**src/design/mcml_pkg.sv**
```systemverilog
package mcml_pkg;

  localparam int TABLE_DEPTH = 32;
  localparam int PARAM_BITS  = 8;
  localparam int IDX_BITS    = $clog2(TABLE_DEPTH);

  localparam logic [4:0] CHANNEL_MAX = 5'd16;
  localparam logic [4:0] CHANNEL_OMNI = 5'd0;

  localparam logic [2:0] OP_CTRL     = 3'd0;
  localparam logic [2:0] OP_LEARN    = 3'd1;
  localparam logic [2:0] OP_CANCEL   = 3'd2;
  localparam logic [2:0] OP_SET      = 3'd3;
  localparam logic [2:0] OP_RM_PARAM = 3'd4;
  localparam logic [2:0] OP_RM_CC    = 3'd5;
  localparam logic [2:0] OP_CLEAR    = 3'd6;
  localparam logic [2:0] OP_QUERY    = 3'd7;

  localparam logic [2:0] KIND_UPDATE = 3'd0;
  localparam logic [2:0] KIND_HIT    = 3'd1;
  localparam logic [2:0] KIND_MISS   = 3'd2;
  localparam logic [2:0] KIND_DONE   = 3'd3;
  localparam logic [2:0] KIND_FULL   = 3'd4;

  typedef struct packed {
    logic [PARAM_BITS-1:0] param;
    logic [6:0]            cc;
    logic [4:0]            channel;
  } entry_t;

endpackage

```
**src/design/midi_cc_learn_map_table_unit.sv**
```systemverilog
// Start learn, cancel learn and clear finish at once: the result strobe is registered and
// comes in the cycle after acceptance; the next transaction may be accepted in that same cycle.
// All other operations scan the entry memory one entry per cycle; a set or learn capture
// then inserts. Their registered result strobe comes as busy falls, and the next
// transaction may be accepted then. A control change matching no entry gives no strobe.
// The receiver cannot stall; reset clears the valid bits, learn state and the strobe.
module midi_cc_learn_map_table_unit (
  input  logic       clk_i,
  input  logic       rst_ni,
  input  logic       start,
  output logic       busy,
  input  logic [2:0] operation_i,
  input  logic [7:0] param_index_i,
  input  logic [6:0] cc_number_i,
  input  logic [4:0] channel_i,
  input  logic [6:0] cc_value_i,
  output logic       result_valid_o,
  output logic [2:0] result_kind_o,
  output logic [7:0] target_param_o,
  output logic [6:0] mapped_cc_o,
  output logic [4:0] mapped_channel_o,
  output logic [6:0] update_value_o,
  output logic       from_learn_o
);
  import mcml_pkg::*;

  localparam logic [1:0] S_IDLE = 2'd0;
  localparam logic [1:0] S_SCAN = 2'd1;
  localparam logic [1:0] S_FIN  = 2'd2;

  logic [1:0] state_q, state_d;
  logic [TABLE_DEPTH-1:0] valid_q, valid_d;
  logic learn_active_q, learn_active_d;
  logic [PARAM_BITS-1:0] learn_target_q, learn_target_d;

  logic [2:0] op_q, op_d;
  logic capture_q, capture_d;
  logic [PARAM_BITS-1:0] param_q, param_d;
  logic [6:0] cc_q, cc_d;
  logic [4:0] ch_q, ch_d;
  logic [6:0] value_q, value_d;

  logic [IDX_BITS:0] addr_q, addr_d;
  logic rd_vld_q, rd_vld_d;
  logic [IDX_BITS-1:0] rd_idx_q, rd_idx_d;
  logic found_q, found_d;
  entry_t hit_q, hit_d;
  logic free_found_q, free_found_d;
  logic [IDX_BITS-1:0] free_idx_q, free_idx_d;

  logic res_vld_q, res_vld_d;
  logic [2:0] res_kind_q, res_kind_d;
  logic [7:0] res_param_q, res_param_d;
  logic [6:0] res_cc_q, res_cc_d;
  logic [4:0] res_ch_q, res_ch_d;
  logic [6:0] res_val_q, res_val_d;
  logic res_learn_q, res_learn_d;

  logic ram_we;
  logic ram_re;
  entry_t ram_wdata;
  entry_t ram_rdata;

  logic accept;
  logic ent_v;
  logic cc_eq;
  logic param_eq;
  logic drop_p;
  logic drop_c;
  logic drop;
  logic is_match;
  logic [PARAM_BITS-1:0] in_param;
  logic [4:0] sat_ch;

  mcml_entry_ram u_ram (
    .clk_i  (clk_i),
    .we_i   (ram_we),
    .waddr_i(free_idx_q),
    .wdata_i(ram_wdata),
    .re_i   (ram_re),
    .raddr_i(addr_q[IDX_BITS-1:0]),
    .rdata_o(ram_rdata)
  );

  assign accept    = start && (state_q == S_IDLE);
  assign in_param  = param_index_i[PARAM_BITS-1:0];
  assign sat_ch    = (channel_i > CHANNEL_MAX) ? CHANNEL_MAX : channel_i;
  assign ram_re    = (state_q == S_SCAN) && !addr_q[IDX_BITS];
  assign ram_wdata = '{param: param_q, cc: cc_q, channel: ch_q};

  assign ent_v    = rd_vld_q && valid_q[rd_idx_q];
  assign cc_eq    = ram_rdata.cc == cc_q;
  assign param_eq = ram_rdata.param == param_q;
  assign drop_p   = ent_v && param_eq &&
                    (capture_q || (op_q == OP_SET) || (op_q == OP_RM_PARAM));
  assign drop_c   = ent_v && cc_eq &&
                    (capture_q || (((op_q == OP_SET) || (op_q == OP_RM_CC)) &&
                     ((ch_q == CHANNEL_OMNI) || (ram_rdata.channel == CHANNEL_OMNI) ||
                      (ram_rdata.channel == ch_q))));
  assign drop     = drop_p || drop_c;
  assign is_match = ent_v && !capture_q &&
                    (((op_q == OP_CTRL) && cc_eq &&
                      ((ram_rdata.channel == CHANNEL_OMNI) || (ram_rdata.channel == ch_q))) ||
                     ((op_q == OP_QUERY) && param_eq));

  always_comb begin
    state_d        = state_q;
    valid_d        = valid_q;
    learn_active_d = learn_active_q;
    learn_target_d = learn_target_q;
    op_d           = op_q;
    capture_d      = capture_q;
    param_d        = param_q;
    cc_d           = cc_q;
    ch_d           = ch_q;
    value_d        = value_q;
    addr_d         = addr_q;
    rd_vld_d       = 1'b0;
    rd_idx_d       = rd_idx_q;
    found_d        = found_q;
    hit_d          = hit_q;
    free_found_d   = free_found_q;
    free_idx_d     = free_idx_q;
    res_vld_d      = 1'b0;
    res_kind_d     = res_kind_q;
    res_param_d    = res_param_q;
    res_cc_d       = res_cc_q;
    res_ch_d       = res_ch_q;
    res_val_d      = res_val_q;
    res_learn_d    = res_learn_q;
    ram_we         = 1'b0;

    unique case (state_q)
      S_IDLE: begin
        if (accept) begin
          op_d         = operation_i;
          capture_d    = 1'b0;
          param_d      = in_param;
          cc_d         = cc_number_i;
          ch_d         = channel_i;
          value_d      = cc_value_i;
          addr_d       = '0;
          found_d      = 1'b0;
          free_found_d = 1'b0;
          res_kind_d   = KIND_DONE;
          res_param_d  = '0;
          res_cc_d     = '0;
          res_ch_d     = '0;
          res_val_d    = '0;
          res_learn_d  = 1'b0;
          unique case (operation_i)
            OP_CTRL: begin
              state_d = S_SCAN;
              if (learn_active_q) begin
                capture_d      = 1'b1;
                param_d        = learn_target_q;
                ch_d           = CHANNEL_OMNI;
                learn_active_d = 1'b0;
                learn_target_d = '0;
              end
            end
            OP_LEARN: begin
              learn_active_d = 1'b1;
              learn_target_d = in_param;
              res_vld_d      = 1'b1;
            end
            OP_CANCEL: begin
              learn_active_d = 1'b0;
              learn_target_d = '0;
              res_vld_d      = 1'b1;
            end
            OP_SET: begin
              ch_d    = sat_ch;
              state_d = S_SCAN;
            end
            OP_CLEAR: begin
              valid_d        = '0;
              learn_active_d = 1'b0;
              learn_target_d = '0;
              res_vld_d      = 1'b1;
            end
            OP_RM_PARAM, OP_RM_CC, OP_QUERY: begin
              state_d = S_SCAN;
            end
            default: begin
              state_d = S_IDLE;
            end
          endcase
        end
      end
      S_SCAN: begin
        if (ram_re) begin
          addr_d   = addr_q + 1'b1;
          rd_vld_d = 1'b1;
          rd_idx_d = addr_q[IDX_BITS-1:0];
        end
        if (rd_vld_q) begin
          if (drop) begin
            valid_d[rd_idx_q] = 1'b0;
          end
          if (is_match && !found_q) begin
            found_d = 1'b1;
            hit_d   = ram_rdata;
          end
          if ((!valid_q[rd_idx_q] || drop) && !free_found_q) begin
            free_found_d = 1'b1;
            free_idx_d   = rd_idx_q;
          end
          if (rd_idx_q == IDX_BITS'(TABLE_DEPTH - 1)) begin
            state_d = S_FIN;
          end
        end
      end
      S_FIN: begin
        state_d = S_IDLE;
        if (capture_q || (op_q == OP_SET)) begin
          res_vld_d = 1'b1;
          if (free_found_q) begin
            ram_we              = 1'b1;
            valid_d[free_idx_q] = 1'b1;
            if (capture_q) begin
              res_kind_d  = KIND_UPDATE;
              res_param_d = 8'(param_q);
              res_cc_d    = cc_q;
              res_val_d   = value_q;
              res_learn_d = 1'b1;
            end
          end else begin
            res_kind_d  = KIND_FULL;
            res_param_d = 8'(param_q);
            res_cc_d    = cc_q;
            res_ch_d    = ch_q;
          end
        end else if (op_q == OP_CTRL) begin
          if (found_q) begin
            res_vld_d   = 1'b1;
            res_kind_d  = KIND_UPDATE;
            res_param_d = 8'(hit_q.param);
            res_cc_d    = hit_q.cc;
            res_ch_d    = hit_q.channel;
            res_val_d   = value_q;
          end
        end else if (op_q == OP_QUERY) begin
          res_vld_d   = 1'b1;
          res_param_d = 8'(param_q);
          if (found_q) begin
            res_kind_d = KIND_HIT;
            res_cc_d   = hit_q.cc;
            res_ch_d   = hit_q.channel;
          end else begin
            res_kind_d = KIND_MISS;
          end
        end else begin
          res_vld_d = 1'b1;
        end
      end
      default: begin
        state_d = S_IDLE;
      end
    endcase
  end

  always_ff @(posedge clk_i or negedge rst_ni) begin
    if (!rst_ni) begin
      state_q        <= S_IDLE;
      valid_q        <= '0;
      learn_active_q <= 1'b0;
      learn_target_q <= '0;
      rd_vld_q       <= 1'b0;
      res_vld_q      <= 1'b0;
    end else begin
      state_q        <= state_d;
      valid_q        <= valid_d;
      learn_active_q <= learn_active_d;
      learn_target_q <= learn_target_d;
      rd_vld_q       <= rd_vld_d;
      res_vld_q      <= res_vld_d;
    end
  end

  always_ff @(posedge clk_i) begin
    op_q         <= op_d;
    capture_q    <= capture_d;
    param_q      <= param_d;
    cc_q         <= cc_d;
    ch_q         <= ch_d;
    value_q      <= value_d;
    addr_q       <= addr_d;
    rd_idx_q     <= rd_idx_d;
    found_q      <= found_d;
    hit_q        <= hit_d;
    free_found_q <= free_found_d;
    free_idx_q   <= free_idx_d;
    res_kind_q   <= res_kind_d;
    res_param_q  <= res_param_d;
    res_cc_q     <= res_cc_d;
    res_ch_q     <= res_ch_d;
    res_val_q    <= res_val_d;
    res_learn_q  <= res_learn_d;
  end

  assign busy             = (state_q != S_IDLE);
  assign result_valid_o   = res_vld_q;
  assign result_kind_o    = res_kind_q;
  assign target_param_o   = res_param_q;
  assign mapped_cc_o      = res_cc_q;
  assign mapped_channel_o = res_ch_q;
  assign update_value_o   = res_val_q;
  assign from_learn_o     = res_learn_q;

  a_insert_free_slot: assert property (@(posedge clk_i) disable iff (!rst_ni)
    ram_we |-> !valid_q[free_idx_q])
    else $error("Insert targets an occupied slot.");

  a_no_result_in_scan: assert property (@(posedge clk_i) disable iff (!rst_ni)
    (state_q == S_SCAN) |-> !res_vld_q)
    else $error("Result strobe during a table scan.");

  a_learn_done: assert property (@(posedge clk_i) disable iff (!rst_ni)
    (accept && (operation_i == OP_LEARN)) |=>
      (res_vld_q && (res_kind_q == KIND_DONE) && learn_active_q))
    else $error("Start learn did not complete at once.");

  a_learn_omni: assert property (@(posedge clk_i) disable iff (!rst_ni)
    (res_vld_q && res_learn_q) |-> ((res_ch_q == CHANNEL_OMNI) && !learn_active_q))
    else $error("Learn capture not omni or learn still active.");

endmodule

```
**src/design/mcml_entry_ram.sv**
```systemverilog
module mcml_entry_ram (
  input  logic                     clk_i,
  input  logic                     we_i,
  input  logic [mcml_pkg::IDX_BITS-1:0] waddr_i,
  input  mcml_pkg::entry_t         wdata_i,
  input  logic                     re_i,
  input  logic [mcml_pkg::IDX_BITS-1:0] raddr_i,
  output mcml_pkg::entry_t         rdata_o
);
  import mcml_pkg::*;

  entry_t mem [TABLE_DEPTH];
  entry_t rdata_q;

  always_ff @(posedge clk_i) begin
    if (we_i) begin
      mem[waddr_i] <= wdata_i;
    end
  end

  always_ff @(posedge clk_i) begin
    if (re_i) begin
      rdata_q <= mem[raddr_i];
    end
  end

  assign rdata_o = rdata_q;

endmodule

```
**config.mk**
```make
export PLATFORM = sky130hd
export DESIGN_NAME = midi_cc_learn_map_table_unit
export DESIGN_NICKNAME = d
export VERILOG_FILES = /design/src/design/mcml_pkg.sv /design/src/design/midi_cc_learn_map_table_unit.sv /design/src/design/mcml_entry_ram.sv
export SDC_FILE = /design/constraint.sdc
export NUM_CORES = 1
export LEC_CHECK = 0
export BUFFER_PORTS_ARGS = -buffer_cell sky130_fd_sc_hd__buf_2
export CAP_MARGIN = 0
export CORE_ASPECT_RATIO = 0.7
export CORE_UTILIZATION = 62
export DETAILED_ROUTE_END_ITERATION = 16
export GPL_TIMING_DRIVEN = 0
export PLACE_DENSITY_LB_ADDON = 0.1
export SETUP_SLACK_MARGIN = 0.1
export SLEW_MARGIN = 20
export SYNTH_ARGS = -nofsm -noshare
export SYNTH_HDL_FRONTEND = slang
export SYNTH_HIERARCHICAL = 1
export SYNTH_SLANG_ARGS = --single-unit
```
**constraint.sdc**
```tcl
create_clock -name clk_i -period 4.98 [get_ports clk_i]
set_input_delay 0.747 -clock clk_i [delete_from_list [all_inputs] [get_ports clk_i]]
set_output_delay 0.747 -clock clk_i [all_outputs]
set_load 0.02 [all_outputs]
```
==> impl_results.md <==
* Run status: finished clean
* Post-layout minimum cycle time at 4.647 ns
* NumNets Final at 2306
* Gate Count Post-Synth at 2078
* # rows at 70
* Max clock buf depth at 3
* PortBufs at 65
* RSZ-0062 raised after global routing: no
* Worst Setup Path Type: reg2reg
* Pre-antenna DRT Iters at 5
* Clock Power Share at 26.7%
* Netlist Area Pre-Place at 33120 um2
* I/O pin count at 66
* ANT nets after route at 0
* Num CTS Buffers at 75
* Drt initial violations at 2271
* Combinational share of power at 31.8%
* Syn_area_per_cell at 15.94 um2
* Placement Cell Area at 35290 um2
* Maximum vdd drop at 0.2972 mV
* Count of hold-fix buffers inserted at cts at 0
* Share of layout cells above drive strength 1 at 14.64%
* Seq/Total Area, Yosys at 72.31%
* Fin crit share at 93.32%
* Worst hold path class: in2async
* Setup Skew at 0.02052 ns
* Fmax at 215.2 MHz
* Fin. Hold Viols at 0
* CTS tree: yes
* Finished Cell Area at 37690 um2
* CTS H-tree lvls at 3
* Place WS at 0.2427 ns
* Crit path DAT at 4.97 ns
* Setup crit end kind: flip-flop
* Setup_tns at 0 ns
* First-pass GRT wire length at 118600 um
* Largest net degree at the start of global routing at 34
* Total gr overflow at 0
* Pins Over Slew Limit at 0
* Fillers at 3304
* Switching Fraction at 33.97%
* Max-slew headroom at the worst pin at 26.79%
* Vias in the first global route at 18740
* Power per cell area at 554.4 nW/um2
* Detailed Place HPWL at 56320 um
* WL/cell at 26.94 um
* Setup violations, final at 0
* Clk slew on worst S/H paths at 0.06 ns
* Avg Vias per Cell at 6.452
* Yosys reg bits at 805
* Int Power at 0.01380 W
* Reg2reg start: state_q[0]
* Worst path required time at 5.30 ns
* Routability cong. at 0.9107
* Pleak at 13.36 nW
* N_diodes at 0
* EDFF count, synth at 760
* Area Growth Syn to Fin at 13.80%
* Chip height at 195.4 um
* Fin worst setup slack at 0.3327 ns
* Sequential share of power at 41.5%
* Drc violations at 0
* CTS sink count at 805
* Drt total wl at 80970 um
* Startpoint Class: flip-flop
* GRT Total Usage at 30.03%
* Yosys warns at 6
* Die area at 54360 um2
* Core ar. at 52460 um2
* Max cap viols at 0
* Worst-path fanout max at 11
* Sw power at 0.007098 W
* Initial Util at 63.13%
* Clock root cell: clkbuf_16
* Most used flip-flop cell after synthesis: edfxtp_1
* Async set-reset flop share out of synthesis at 5.590%
* Post-synth net total at 2116
* Initial antenna violation count at 3
* Worst Setup SP: state_q[0]
* Count of cell types in the netlist at 65
* Via Count at 19400
* Chip width at 278.3 um
* Util after Layout at 71.84%
* Worst-skew pair later-pin latency at 0.62 ns
* Slew @ Worst Pin at 1.091 ns
## power by group through the flow
stage / Clock, W / Sequential, W / Combinational, W
floorplan: 0 / 0.00884 / 0.00403
global placement: 0 / 0.00902 / 0.00598
detailed placement: 0 / 0.00881 / 0.00648
CTS: 0.00564 / 0.00866 / 0.00652
global route: 0.00589 / 0.00872 / 0.00698
finish: 0.00558 / 0.00867 / 0.00664
## final timing paths
path	end	slack (ns)	cells after the start
setup / recovery	u_ram/mem[24][12]	0.33	9
hold / removal	result_valid_o	0.17	1
setup reg to reg	u_ram/mem[24][12]	0.33	9
hold reg to reg	free_idx_q[1]	0.46	0
max in group asynchronous	valid_q[5]	4.22	2
min in group clk_i	cc_q[6]	0.30	1
## cells in the mapped netlist, types with 7 or more instances
| cell type | instances | area share, % |
|---|---|---|
| edfxtp_1 | 760 | 69 |
| mux2i_1 | 352 | 11 |
| nand2_1 | 109 | 1.2 |
| a21oi_1 | 92 | 1.4 |
| a22oi_1 | 80 | 1.8 |
| nand3_1 | 67 | 1.0 |
| nor2_1 | 65 | 0.74 |
| clkbuf_1 | 54 | 0.61 |
| dfrtp_1 | 45 | 3.4 |
| a22o_1 | 40 | 1.1 |
| nand4_1 | 32 | 0.60 |
| o21ai_0 | 28 | 0.42 |
| buf_2 | 27 | 0.41 |
| nor3_1 | 26 | 0.39 |
| a31oi_1 | 25 | 0.47 |
| inv_1 | 24 | 0.27 |
| a211o_1 | 20 | 0.53 |
| buf_4 | 18 | 0.41 |
| xor2_1 | 18 | 0.48 |
| nor2b_1 | 14 | 0.26 |
| and2_1 | 12 | 0.23 |
| nand3b_1 | 12 | 0.27 |
| o211a_1 | 12 | 0.36 |
| a21boi_0 | 11 | 0.25 |
| buf_6 | 10 | 0.34 |
| nor3b_1 | 10 | 0.23 |
| mux2_2 | 9 | 0.31 |
| o22ai_1 | 9 | 0.17 |
| buf_8 | 8 | 0.36 |
| xnor2_1 | 7 | 0.19 |
## timing repair
item                                    in CTS  in global routing
setup buffers                                0                  3
endpoints found under the setup margin       0                288
gates resized for setup                      0                  3
## metal layers
| metal | wire length [um] | global-route usage, % | vias to the layer above |
|---|---|---|---|
| met3 | 8488 | 7.825 | 122 |
| li1 | - | - | 8525 |
| met2 | 35170 | 43.12 | 942 |
| met1 | 35620 | 46.10 | 9807 |
| met4 | 1686 | 7.326 | 0 |
| met5 | 0 | 0 | - |
## flip-flops by register name (all words and copies together) (netlist names), 3 cells and up
| signal | count |
|---|---|
| mapped_cc_o | 7 |
| update_value_o | 7 |
| learn_target_q | 8 |
| hit_q | 20 |
| ch_q | 5 |
| rd_idx_q | 5 |
| u_ram/mem | 640 |
| u_ram/rdata_o | 20 |
| target_param_o | 8 |
| op_q | 3 |
| param_q | 8 |
| mapped_channel_o | 5 |
| result_kind_o | 3 |
| addr_q | 6 |
| value_q | 7 |
| free_idx_q | 5 |
| cc_q | 7 |
| valid_q | 32 |
## cell usage in the layout, fill, tap and decap left out, types with 10 or more instances in the layout
cell / instances
o21ai_0: 28
nand4_1: 32
clkinv_1: 17
and2_1: 12
buf_16: 13
a22oi_1: 80
nor2_2: 10
a211o_1: 20
dfrtp_1: 45
buf_4: 22
nor2_1: 33
a22o_1: 40
nor2b_1: 14
nand3b_1: 12
nor3_1: 25
a21boi_0: 10
buf_8: 32
o211a_1: 12
nand2_1: 109
xor2_1: 18
inv_1: 22
nand3_1: 67
edfxtp_1: 760
clkbuf_1: 69
clkbuf_16: 77
nor2_4: 24
buf_6: 16
buf_2: 92
a21oi_1: 92
mux2i_1: 352
clkinv_2: 10
a31oi_1: 25
## through the flow
stage	power, W	hold slack (ns)	instances
final	0.02089	0.1737	3006
after floorplan	0.01287	0.4244	2078
after global routing	0.02158	0.2087	3006
after CTS	0.02083	0.1677	3002
after global placement	0.01499	0.4362	2827
after detailed placement	0.01529	0.4362	2871
## worst max-delay path, stage by stage (launching register included)
cell and delay [ns]:
dfrtp_1 0.42, inv_1 0.09, ha_1 0.38, clkbuf_1 0.51
clkbuf_1 0.54, nor3b_2 0.59, or3b_2 0.50, clkbuf_1 0.36
nor2_2 0.71, buf_8 0.24
## cell type report
class	instances	area, um2	area share, %
multi-input combinational	1123	8459	22.44
sequential	805	23950	63.54
buffer	127	844.6	2.241
inverter	24	90.09	0.2390
clock inverter	39	369.1	0.9793
timing repair buffer	112	1141	3.027
clock buffer	92	1983	5.262
tap	684	855.8	2.271
## logic make-up after synthesis
group                    after synthesis  share of synthesized area (%)
adder cells (fa/ha/maj)                5                         0.1889
XOR/XNOR                              25                         0.6611
multiplexers                         364                          11.05
AND/OR/NAND/NOR                      378                          5.644
buffers and inverters                151                          2.822
AO/OA/AOI/OAI                        350                          7.333
flip-flops                           805                          72.31
(Power assumes the default switching activity.)
